**src/design/tesp_pkg.sv**
```systemverilog
// Types, constants and a helper function of the translation-table block.
package tesp_pkg;

    localparam int unsigned WORD_W = 32;
    localparam int unsigned IDX_W  = 6;

    localparam logic [WORD_W-1:0] MASK_CLEAR_BITS = 32'h1fffe000;
    localparam logic [WORD_W-1:0] LOW_PAGE_BITS   = 32'h00001fff;
    localparam int unsigned       ASID_W          = 8;

    typedef enum logic [1:0] {
        MODE_READ       = 2'd0,
        MODE_WRITE_IDX  = 2'd1,
        MODE_WRITE_RAND = 2'd2,
        MODE_PROBE      = 2'd3
    } t_mode;

    typedef struct packed {
        logic [WORD_W-1:0] page_mask;
        logic [WORD_W-1:0] entry_hi;
        logic [WORD_W-1:0] entry_lo0;
        logic [WORD_W-1:0] entry_lo1;
    } t_entry;

    // Builds the stored form of an entry from the register values.
    function automatic t_entry make_entry(input logic [WORD_W-1:0] pm,
                                          input logic [WORD_W-1:0] hi,
                                          input logic [WORD_W-1:0] lo0,
                                          input logic [WORD_W-1:0] lo1);
        t_entry e;
        logic   g;
        g = lo0[0] & lo1[0];
        e.page_mask = pm;
        e.entry_hi  = hi & ~(pm & MASK_CLEAR_BITS);
        e.entry_lo0 = {lo0[WORD_W-1:1], g};
        e.entry_lo1 = {lo1[WORD_W-1:1], g};
        return e;
    endfunction

endpackage

```
**src/design/tesp_cell.sv**
```systemverilog
// One storage cell of the rotating entry ring.
module tesp_cell (
    input  logic             i_clk,
    input  logic             i_rst_n,
    input  logic             i_shift,
    input  tesp_pkg::t_entry i_entry,
    output tesp_pkg::t_entry o_entry
);

    tesp_pkg::t_entry r_entry;

    always_ff @(posedge i_clk) begin
        if (!i_rst_n) begin
            r_entry <= '0;
        end else if (i_shift) begin
            r_entry <= i_entry;
        end
    end

    assign o_entry = r_entry;

endmodule

```
**config.mk**
```make
export PLATFORM = sky130hd
export DESIGN_NAME = tesp_cell
export DESIGN_NICKNAME = d
export VERILOG_FILES = /design/src/design/tesp_pkg.sv /design/src/design/tesp_cell.sv
export SDC_FILE = /design/constraint.sdc
export NUM_CORES = 1
export LEC_CHECK = 0
export ABC_AREA = 0
export BUFFER_PORTS_ARGS = -buffer_cell sky130_fd_sc_hd__buf_2
export CORE_MARGIN = 2
export CORE_UTILIZATION = 45
export DETAILED_ROUTE_END_ITERATION = 16
export GPL_ROUTABILITY_DRIVEN = 0
export PLACE_DENSITY_LB_ADDON = 0.12
export SLEW_MARGIN = 20
export SYNTH_ARGS = -nofsm -noshare
export SYNTH_HDL_FRONTEND = slang
export SYNTH_SLANG_ARGS = --single-unit
```
**constraint.sdc**
```tcl
create_clock -name i_clk -period 1.2 [get_ports i_clk]
set_clock_uncertainty 0.2 [all_clocks]
set_input_delay 0.12 -clock i_clk [delete_from_list [all_inputs] [get_ports i_clk]]
set_output_delay 0.12 -clock i_clk [all_outputs]
set_load 0.005 [all_outputs]
```
==> run metrics <==
die area=0.0119 sq mm; sequential share of power=between 30% and 40%; Sw Share=between 20% and 30%; Slew Limit Fails=0; clock latency on the worst-skew pair=490 ps; clock network power share=~45%; failing checks=hold timing, setup timing; Netlist cell types=6; Die Wd=109 um; critical path endpoint=o_entry[120]; iteration-0 DRC count of the detailed router=between 150 and 200; synthesized netlist cell count=between 400 and 500; Layout area overhead=82.0%; critical path class=register to output port; layout cell share with drive strength beyond 1=roughly 53%; WHS=-193 ps; Max Root-Sink Buffers=2; mapped cell area=between 0.004 and 0.005 sq mm; Seq/Total Area, Yosys=around half; Syn. warnings=0; clock net sink count=128; R2R setup slack=190 ps; cell internal pwr=about 9.2 mW; Top delay family on crit path=flip-flops; routed len/inst=approximately 16 um; VDD IR max=~760 uV; LEAKAGE=roughly 4.3 nW; Clock Root Buffer=clkbuf_8; overall die height=about 110 um; TritonCTS clock tree=done; remaining antenna violation count=0; critical path startpoint=o_entry[120]$_SDFFE_PN0P_; Max Cap Viol=0; RSZ-0062 raised after global routing=yes; worst path buffer plus inverter count=1; worst-path fanout max=2; Critical Path AT=approximately 950 ps; pre-CTS WS=roughly 15 ps; WL final=15.6 mm; total gr overflow=0; worst slew pin tran=approximately 270 ps; DP HPWL=about 8.5 mm; Psw=around 2.7 mW; Initial DRT Pass Iterations=4; status=complete, but fails checks; Inserted Diodes=0; Port Buffer Count=about 260; DRC=0; Yosys reg bits=between 100 and 150; Fmax=between 0.7 and 0.8 GHz; Largest register FFs=~130; Power Density=1310 mW/mm^2; Startpoint Class=register; Worst Path Required=roughly 880 ps; leading cell type in the layout, fill and taps excluded=buf_2; I/O Pins=259; final worst-path cycle share=106%; Final min period=1270 ps; PnR worst setup slack=-70.8 ps; first-pass GRT wire length=~23 mm; RR Startpoint=o_entry[104]$_SDFFE_PN0P_; initial antenna violation count=0; Critical-path top delay cell=dfxtp_2; Slew HR=roughly four fifths; Avg Vias per Cell=about 4.7; vias in the first global route=about 4,800; Final Power=between 10 and 15 mW; clock slew at reported path FFs=around 60 ps; worst path cell trace=buf_6; combinational share of power=around 15%; nets@finish=949; Critical Path End Type=output port; final-report setup violation count=about 130; H-tree depth=4; GRT Total Usage=between 20% and 30%; largest net degree at the start of global routing=75; r2r endpoint=o_entry[104]$_SDFFE_PN0P_; mean post-synth cell area=about 12 sq um; core area=roughly 0.011 sq mm; via count=approximately 4,500; Num CTS Buffers=17; Initial Utilization=between 40% and 50%; syn_nets=between 500 and 600; Final Hold Vio Count=16; worst reg2reg path depth=3; slowest stage delay, CP=roughly 350 ps; Total Neg Setup Slack=-6580 ps; row count=38; WHS Path Cells=3; cell count along the critical path=1; HP Class=primary input to register; commonest cells after routing, fill and taps aside=buf_2 (167), dlygate4sd3_1 (131), mux2i_1 (128), nor2b_1 (128), dfxtp_2 (128)
-- cell usage after synthesis --
cell,number,area share (%)
dfxtp_1,128,52
mux2i_1,128,26
nor2b_1,128,16
clkbuf_1,14,1.1
buf_12,13,5.2
buf_6,1,0.23
-- what timing repair did --
action,in CTS,in global routing
setup buffers,5,12
hold buffers,131,2
setup endpoints to repair,128,132
gates resized for setup,177,42
hold endpoints to repair,128,14
-- routing by layer --
metal | track usage (%) | vias to the layer above | routed length (um) | share of wire, %
met5 | 0 | - | 0 | 0
met4 | 9.16 | 0 | 410 | 2.6
met3 | 7.71 | 33 | 1120 | 7.2
met2 | 46.1 | 188 | 8210 | 53
met1 | 24.9 | 2119 | 5880 | 38
li1 | - | 2181 | - | -
-- power by group through the flow --
| stage | logic [mW] | clock network, mW | registers, mW |
|---|---|---|---|
| after floorplan | 0.640 | 0 | 4.74 |
| after global placement | 1.15 | 0 | 4.71 |
| after detailed placement | 1.18 | 0 | 4.71 |
| after CTS | 1.65 | 5.38 | 4.70 |
| after global routing | 1.95 | 5.62 | 4.76 |
| final | 1.82 | 5.32 | 4.73 |
-- worst min-delay path by stage --
stage                  from                   endpoint  slack [ps]
2_1_floorplan  i_entry[100]  o_entry[100]$_SDFFE_PN0P_          90
3_3_place_gp    i_entry[58]   o_entry[58]$_SDFFE_PN0P_         180
3_5_place_dp    i_entry[88]   o_entry[88]$_SDFFE_PN0P_         180
4_1_cts             i_shift   o_entry[31]$_SDFFE_PN0P_        -220
5_1_grt             i_shift  o_entry[125]$_SDFFE_PN0P_        -180
6_report            i_shift   o_entry[31]$_SDFFE_PN0P_        -190
-- area by class of cell --
type	instances	area, sq um
multi-input cells	256	2080
fillers	543	1750
clock inverters	12	185
well taps	140	175
repair buffers	415	3450
flip-flops and latches	128	2720
clock buffers	19	432
-- through the flow --
| stage | hold slack (ps) | cells | util [%] | instance area [sq um] |
|---|---|---|---|---|
| after floorplan | 89.5 | 412 | - | 4970 |
| after global placement | 176 | 790 | 57.9 | 6250 |
| after detailed placement | 184 | 790 | 57.9 | 6250 |
| after CTS | -220 | 957 | 80.6 | 8700 |
| after global routing | -178 | 970 | 83.8 | 9040 |
| final | -193 | 970 | 83.8 | 9040 |
-- kinds of logic after synthesis --
group                  after synthesis  share of synthesized area [%]
buffers and inverters               28                           6.52
muxes                              128                           25.8
DFF                                128                           51.6
and+or+nand+nor                    128                           16.1
No activity file was read; power rests on OpenSTA's default activity.
