File: src/design/tesp_pkg.sv
// Types, constants and a helper function of the translation-table block.
package tesp_pkg;

    localparam int unsigned WORD_W = 32;
    localparam int unsigned IDX_W  = 6;

    localparam logic [WORD_W-1:0] MASK_CLEAR_BITS = 32'h1fffe000;
    localparam logic [WORD_W-1:0] LOW_PAGE_BITS   = 32'h00001fff;
    localparam int unsigned       ASID_W          = 8;

    typedef enum logic [1:0] {
        MODE_READ       = 2'd0,
        MODE_WRITE_IDX  = 2'd1,
        MODE_WRITE_RAND = 2'd2,
        MODE_PROBE      = 2'd3
    } t_mode;

    typedef struct packed {
        logic [WORD_W-1:0] page_mask;
        logic [WORD_W-1:0] entry_hi;
        logic [WORD_W-1:0] entry_lo0;
        logic [WORD_W-1:0] entry_lo1;
    } t_entry;

    // Builds the stored form of an entry from the register values.
    function automatic t_entry make_entry(input logic [WORD_W-1:0] pm,
                                          input logic [WORD_W-1:0] hi,
                                          input logic [WORD_W-1:0] lo0,
                                          input logic [WORD_W-1:0] lo1);
        t_entry e;
        logic   g;
        g = lo0[0] & lo1[0];
        e.page_mask = pm;
        e.entry_hi  = hi & ~(pm & MASK_CLEAR_BITS);
        e.entry_lo0 = {lo0[WORD_W-1:1], g};
        e.entry_lo1 = {lo1[WORD_W-1:1], g};
        return e;
    endfunction

endpackage

File: src/design/tesp_match.sv
// Virtual page and ASID compare of one entry against the probe key.
module tesp_match (
    input  tesp_pkg::t_entry                 i_entry,
    input  logic [tesp_pkg::WORD_W-1:0]      i_key,
    output logic                             o_match
);

    logic [tesp_pkg::WORD_W-1:0] w_vmask;
    logic                        w_page_eq;
    logic                        w_global;
    logic                        w_asid_eq;

    always_comb begin
        w_vmask   = ~(i_entry.page_mask | tesp_pkg::LOW_PAGE_BITS);
        w_page_eq = ((i_key ^ i_entry.entry_hi) & w_vmask) == '0;
        w_global  = i_entry.entry_lo0[0] & i_entry.entry_lo1[0];
        w_asid_eq = i_key[tesp_pkg::ASID_W-1:0] == i_entry.entry_hi[tesp_pkg::ASID_W-1:0];
        o_match   = w_page_eq & (w_global | w_asid_eq);
    end

endmodule

File: config.mk
export PLATFORM = sky130hd
export DESIGN_NAME = tesp_match
export DESIGN_NICKNAME = d
export VERILOG_FILES = /design/src/design/tesp_pkg.sv /design/src/design/tesp_match.sv
export SDC_FILE = /design/constraint.sdc
export NUM_CORES = 1
export LEC_CHECK = 0
export BUFFER_PORTS_ARGS = -buffer_cell sky130_fd_sc_hd__buf_2
export CORE_AREA = 2 2 63 65
export DETAILED_ROUTE_END_ITERATION = 10
export DIE_AREA = 0 0 65 67
export PLACE_DENSITY = 0.61
export REMOVE_ABC_BUFFERS = 1
export SETUP_SLACK_MARGIN = 0.4
export SLEW_MARGIN = 20
export SYNTH_ARGS = -nofsm -noshare
export SYNTH_HDL_FRONTEND = slang
export SYNTH_SLANG_ARGS = --single-unit
File: constraint.sdc
create_clock -name vclk -period 5.2
set_clock_uncertainty 0.15 [all_clocks]
set_input_delay 1.04 -clock vclk [all_inputs]
set_output_delay 1.04 -clock vclk [all_outputs]
set_load 0.01 [all_outputs]
==> results.json, run 1 <==
{
  "fmax_mhz": 274,
  "wl_um": 1430,
  "wl_per_cell_um": 8.54,
  "hold_viol": 0,
  "hpwl_um": 1390,
  "drtPass1Iterations": 1,
  "ios": 161,
  "critPathRequiredTime_ns": 4.01,
  "clockBufferCount": 0,
  "cp.arrival_ns": 2.45,
  "num-fill-cells": 414,
  "path_buf_inv": 2,
  "ant_nets": 0,
  "hp-class": "primary input to output port",
  "critPathKind": "primary input to output port",
  "grt_use_total": 0.0511,
  "area_growth_pct": 125,
  "die-area_um2": 4360,
  "drv_cap": 0,
  "core_area_um2": 3610,
  "cp-end-kind": "output port",
  "slowest_delay_ns": 0.55,
  "regArea_um2": 0,
  "power_mw": 0.0586,
  "globalRouteOverflowTotal": 0,
  "cp_common_cell": "buf_2",
  "path_cells": "buf_2 -> xnor2_1 -> o22ai_1 -> or4_4 -> nor4_2 -> buf_2",
  "drcViolationCount": 0,
  "startpoint": "i_entry[84]",
  "rows": 22,
  "drive_gt1_frac": 0.655,
  "grt_pass1_wl_um": 1790,
  "syn-instance-count": 43,
  "die_x_um": 65,
  "p_leak_nw": 0.395,
  "cts-hold-fix-buffers": 0,
  "period_needed_ns": 3.64,
  "setup_slack_ns": 1.56,
  "synth.distinct_cells": 10,
  "num_vias": 599,
  "cp_slowest_cell": "or4_4",
  "worstSetupStartpointType": "primary input",
  "drv_slew": 0,
  "path_depth": 6,
  "crit_family": "simple AND/OR/NAND/NOR gates",
  "final_nets": 281,
  "gp_congestion": 0.641,
  "grt_setup_unrepaired": "no",
  "crit_end": "o_match",
  "peakVddDrop_v": 0.0000162,
  "critPathMaxFanout": 1,
  "status": "completed",
  "io_buffers": 76,
  "syn_avg_cell_area_um2": 8.18,
  "fin_crit_sh": 0.701,
  "cts.repair.resized": 0,
  "antenna_cells": 0,
  "initial_utilization": 0.0975,
  "drt_iter0_drc": 0,
  "setup_tns_ns": 0,
  "antenna_found_initial": 0,
  "slew_headroom": 0.766,
  "grt_pass1_vias": 512,
  "setup_viol": 0,
  "cts_setup_buffers": 0,
  "seq_cell_count": 0,
  "tightest_slew_ns": 0.348,
  "die_y_um": 67,
  "grt_max_degree": 2,
  "pre_cts_slack_ns": 1.53,
  "power_density_nw_per_um2": 73.9,
  "yosys_warnings": 0,
  "ys_seq_area_frac": 0,
  "viasPerCell": 3.59,
  "synth_area_um2": 352
}
worst min-delay path, stage by stage:
cell	delay [ns]
buf_2	0.09
o21ai_1	0.17
nor4_2	0.07
buf_2	0.13
placed cells by master, fill, tap and decap left out, drive strengths merged:
cell type / n
xnor2: 19
a22oi: 1
xor2: 8
or4: 2
buf: 76
o22a: 1
o21ai: 1
o22ai: 8
nor4: 3
area by class of cell:
cell class                 instances  area (um^2)  area share
timing repair buffer              76          380       0.480
multi-input combinational         43          352       0.444
tap                               48         60.1      0.0758
kinds of logic (layout without fill, tap and decap cells):
kind of cell           after synthesis  in the layout  share of synthesized area
XOR/XNOR                            27             27                      0.673
AO/OA/AOI/OAI                       11             11                      0.203
AND/OR/NAND/NOR                      5              5                      0.125
buffers and inverters                0             76                          0
report_power, final:
| part | switching (mW) | internal [mW] |
|---|---|---|
| Combinational | 0.0207 | 0.0378 |
| Sequential | 0 | 0 |
| Clock | 0 | 0 |
through the flow:
stage / std cells / hold WS, ns / instance area, um^2 / util
3_3_place_gp: 167 / 2.42 / 792 / 0.220
2_1_floorplan: 43 / 2.13 / 352 / -
6_report: 167 / 2.40 / 792 / 0.220
4_1_cts: 167 / 2.42 / 792 / 0.220
3_5_place_dp: 167 / 2.42 / 792 / 0.220
5_1_grt: 167 / 2.46 / 792 / 0.220
synth_stat cells:
master | n | area (um^2)
or4_4 | 1 | 11.3
xor2_1 | 8 | 70.1
o22a_1 | 1 | 8.76
xnor2_1 | 19 | 166
a22oi_1 | 1 | 7.51
or4_1 | 1 | 7.51
o22ai_1 | 8 | 50.1
nor4_1 | 2 | 12.5
o21ai_1 | 1 | 5.00
nor4_2 | 1 | 12.5
layer usage:
layer | vias up | part of all wire | global-route usage
li1 | 312 | - | -
met3 | 0 | 0.17 | 0.0118
met2 | 49 | 0.49 | 0.110
met4 | 0 | 0 | 0
met1 | 238 | 0.34 | 0.0520
met5 | - | 0 | 0
how the worst min path moves through the flow:
stage | from | to | slack [ns] | cells past startpoint
after global placement | i_entry[119] | o_match | 2.42 | 4
after CTS | i_entry[119] | o_match | 2.42 | 4
after detailed placement | i_entry[119] | o_match | 2.42 | 4
after floorplan | i_entry[119] | o_match | 2.13 | 2
final | i_entry[119] | o_match | 2.40 | 4
after global routing | i_entry[119] | o_match | 2.46 | 4
Power figures use the tool's default switching activity.
==> run 2: changes to the inputs <==
--- a/config.mk
+++ b/config.mk
@@ -6,10 +6,10 @@
 export NUM_CORES = 1
 export LEC_CHECK = 0
 export BUFFER_PORTS_ARGS = -buffer_cell sky130_fd_sc_hd__buf_2
-export CORE_AREA = 2 2 63 65
+export CORE_AREA = 2 2 62 64
 export DETAILED_ROUTE_END_ITERATION = 10
-export DIE_AREA = 0 0 65 67
-export PLACE_DENSITY = 0.61
+export DIE_AREA = 0 0 64 66
+export PLACE_DENSITY = 0.63
 export REMOVE_ABC_BUFFERS = 1
 export SETUP_SLACK_MARGIN = 0.4
 export SLEW_MARGIN = 20
==> constraint.sdc (replaced) <==
create_clock -name vclk -period 3.7
set_clock_uncertainty 0.15 [all_clocks]
set_input_delay 0.74 -clock vclk [all_inputs]
set_output_delay 0.74 -clock vclk [all_outputs]
set_load 0.01 [all_outputs]
==> results.json, run 2 (synthesis gave the netlist of run 1 again) <==
{
  "status": "completed",
  "crit_family": "simple AND/OR/NAND/NOR gates",
  "io_buffers": 76,
  "layout_commonest_cell": "buf_2",
  "ios": 161,
  "grt_use_total": 0.0554,
  "hpwl_um": 1380,
  "area_growth_pct": 125,
  "rows": 22,
  "path_buf_inv": 2,
  "hold_start": "i_entry[119]",
  "utilization": 0.223,
  "grt_max_degree": 2,
  "worstSetupStartpointType": "primary input",
  "tightest_slew_ns": 0.247,
  "slew_headroom": 0.834,
  "slowest_delay_ns": 0.54,
  "period_needed_ns": 2.96,
  "drv_slew": 0,
  "min_to": "o_match",
  "most-common-layout-cells": "buf_2, xnor2_1, o22ai_1, xor2_1, nor4_1",
  "hold_viol": 0,
  "ant_nets": 0,
  "power_density_nw_per_um2": 104,
  "drtPass1Iterations": 4,
  "p_leak_nw": 0.395,
  "drv_cap": 0,
  "fin_crit_sh": 0.800,
  "globalRouteOverflowTotal": 0,
  "regArea_um2": 0,
  "drt_iter0_drc": 2,
  "grt_pass1_vias": 512,
  "cts_setup_buffers": 0,
  "critPathKind": "primary input to output port",
  "critPathRequiredTime_ns": 2.81,
  "wl_per_cell_um": 8.57,
  "core_area_um2": 3550,
  "clockBufferCount": 0,
  "seq_cell_count": 0,
  "final_nets": 281,
  "power_mw": 0.0821,
  "cp_slowest_cell": "or4_4",
  "grt_pass1_wl_um": 1930,
  "die_x_um": 64,
  "dpl.cell_count": 167,
  "antenna_cells": 0,
  "peakVddDrop_v": 0.0000258,
  "fmax_mhz": 338,
  "pre_cts_slack_ns": 0.707,
  "drcViolationCount": 0,
  "cts.repair.resized": 0,
  "cp.arrival_ns": 2.07,
  "drive_gt1_frac": 0.655,
  "setup_slack_ns": 0.741,
  "setup_tns_ns": 0,
  "path_cells": "buf_2 -> xnor2_1 -> o22ai_1 -> or4_4 -> nor4_2 -> buf_2",
  "hp-class": "primary input to output port",
  "setup_viol": 0,
  "gp_congestion": 0.617,
  "wl_um": 1430,
  "initial_utilization": 0.0990,
  "die_y_um": 66,
  "grt_setup_unrepaired": "no",
  "cts-hold-fix-buffers": 0,
  "cp-end-kind": "output port",
  "antenna_found_initial": 0,
  "cp_common_cell": "buf_2",
  "critPathMaxFanout": 1,
  "die-area_um2": 4220,
  "hold_path_depth": 4,
  "viasPerCell": 3.65,
  "num_vias": 609,
  "fin_cells": 167
}
-- run 2: cell counts in the layout (fill, tap and decap cells not counted) --
Identical to the previous run, type by type.
-- run 2: layer usage --
metal  GRT usage  vias up  routed length, um  share of wire
li1            -      312                  -              -
met1      0.0630      250                455           0.32
met2       0.109       47                724           0.51
met3      0.0136        0                251           0.18
met4           0        0                  0              0
met5           0        -                  0              0
-- run 2: tightest hold or removal path: stages --
cell and delay (ns):
buf_2 0.10, o21ai_1 0.16, nor4_2 0.06, buf_2 0.13
-- run 2: through the flow --
stage	area (um^2)	hold WS, ns
CTS	792	1.79
global route	792	1.81
finish	792	1.77
global placement	792	1.77
detailed placement	792	1.78
floorplan	352	1.53
-- run 2: layout make-up --
class / instances / area [um^2]
fillers: 405 / 2760
repair buffers: 76 / 380
multi-input cells: 43 / 352
well taps: 48 / 60.1
-- run 2: power by group --
part / switching (mW) / internal [mW]
registers: 0 / 0
clock network: 0 / 0
logic: 0.0290 / 0.0531
total: 0.0290 / 0.0531
-- run 2: worst max-delay path by stage --
stage | slack (ns) | to | startpoint | cells past startpoint
5_1_grt | 0.63 | o_match | i_entry[95] | 6
4_1_cts | 0.71 | o_match | i_entry[95] | 6
2_1_floorplan | 0.96 | o_match | i_entry[84] | 4
3_5_place_dp | 0.71 | o_match | i_entry[95] | 6
3_3_place_gp | 0.74 | o_match | i_entry[95] | 6
6_report | 0.74 | o_match | i_entry[95] | 6
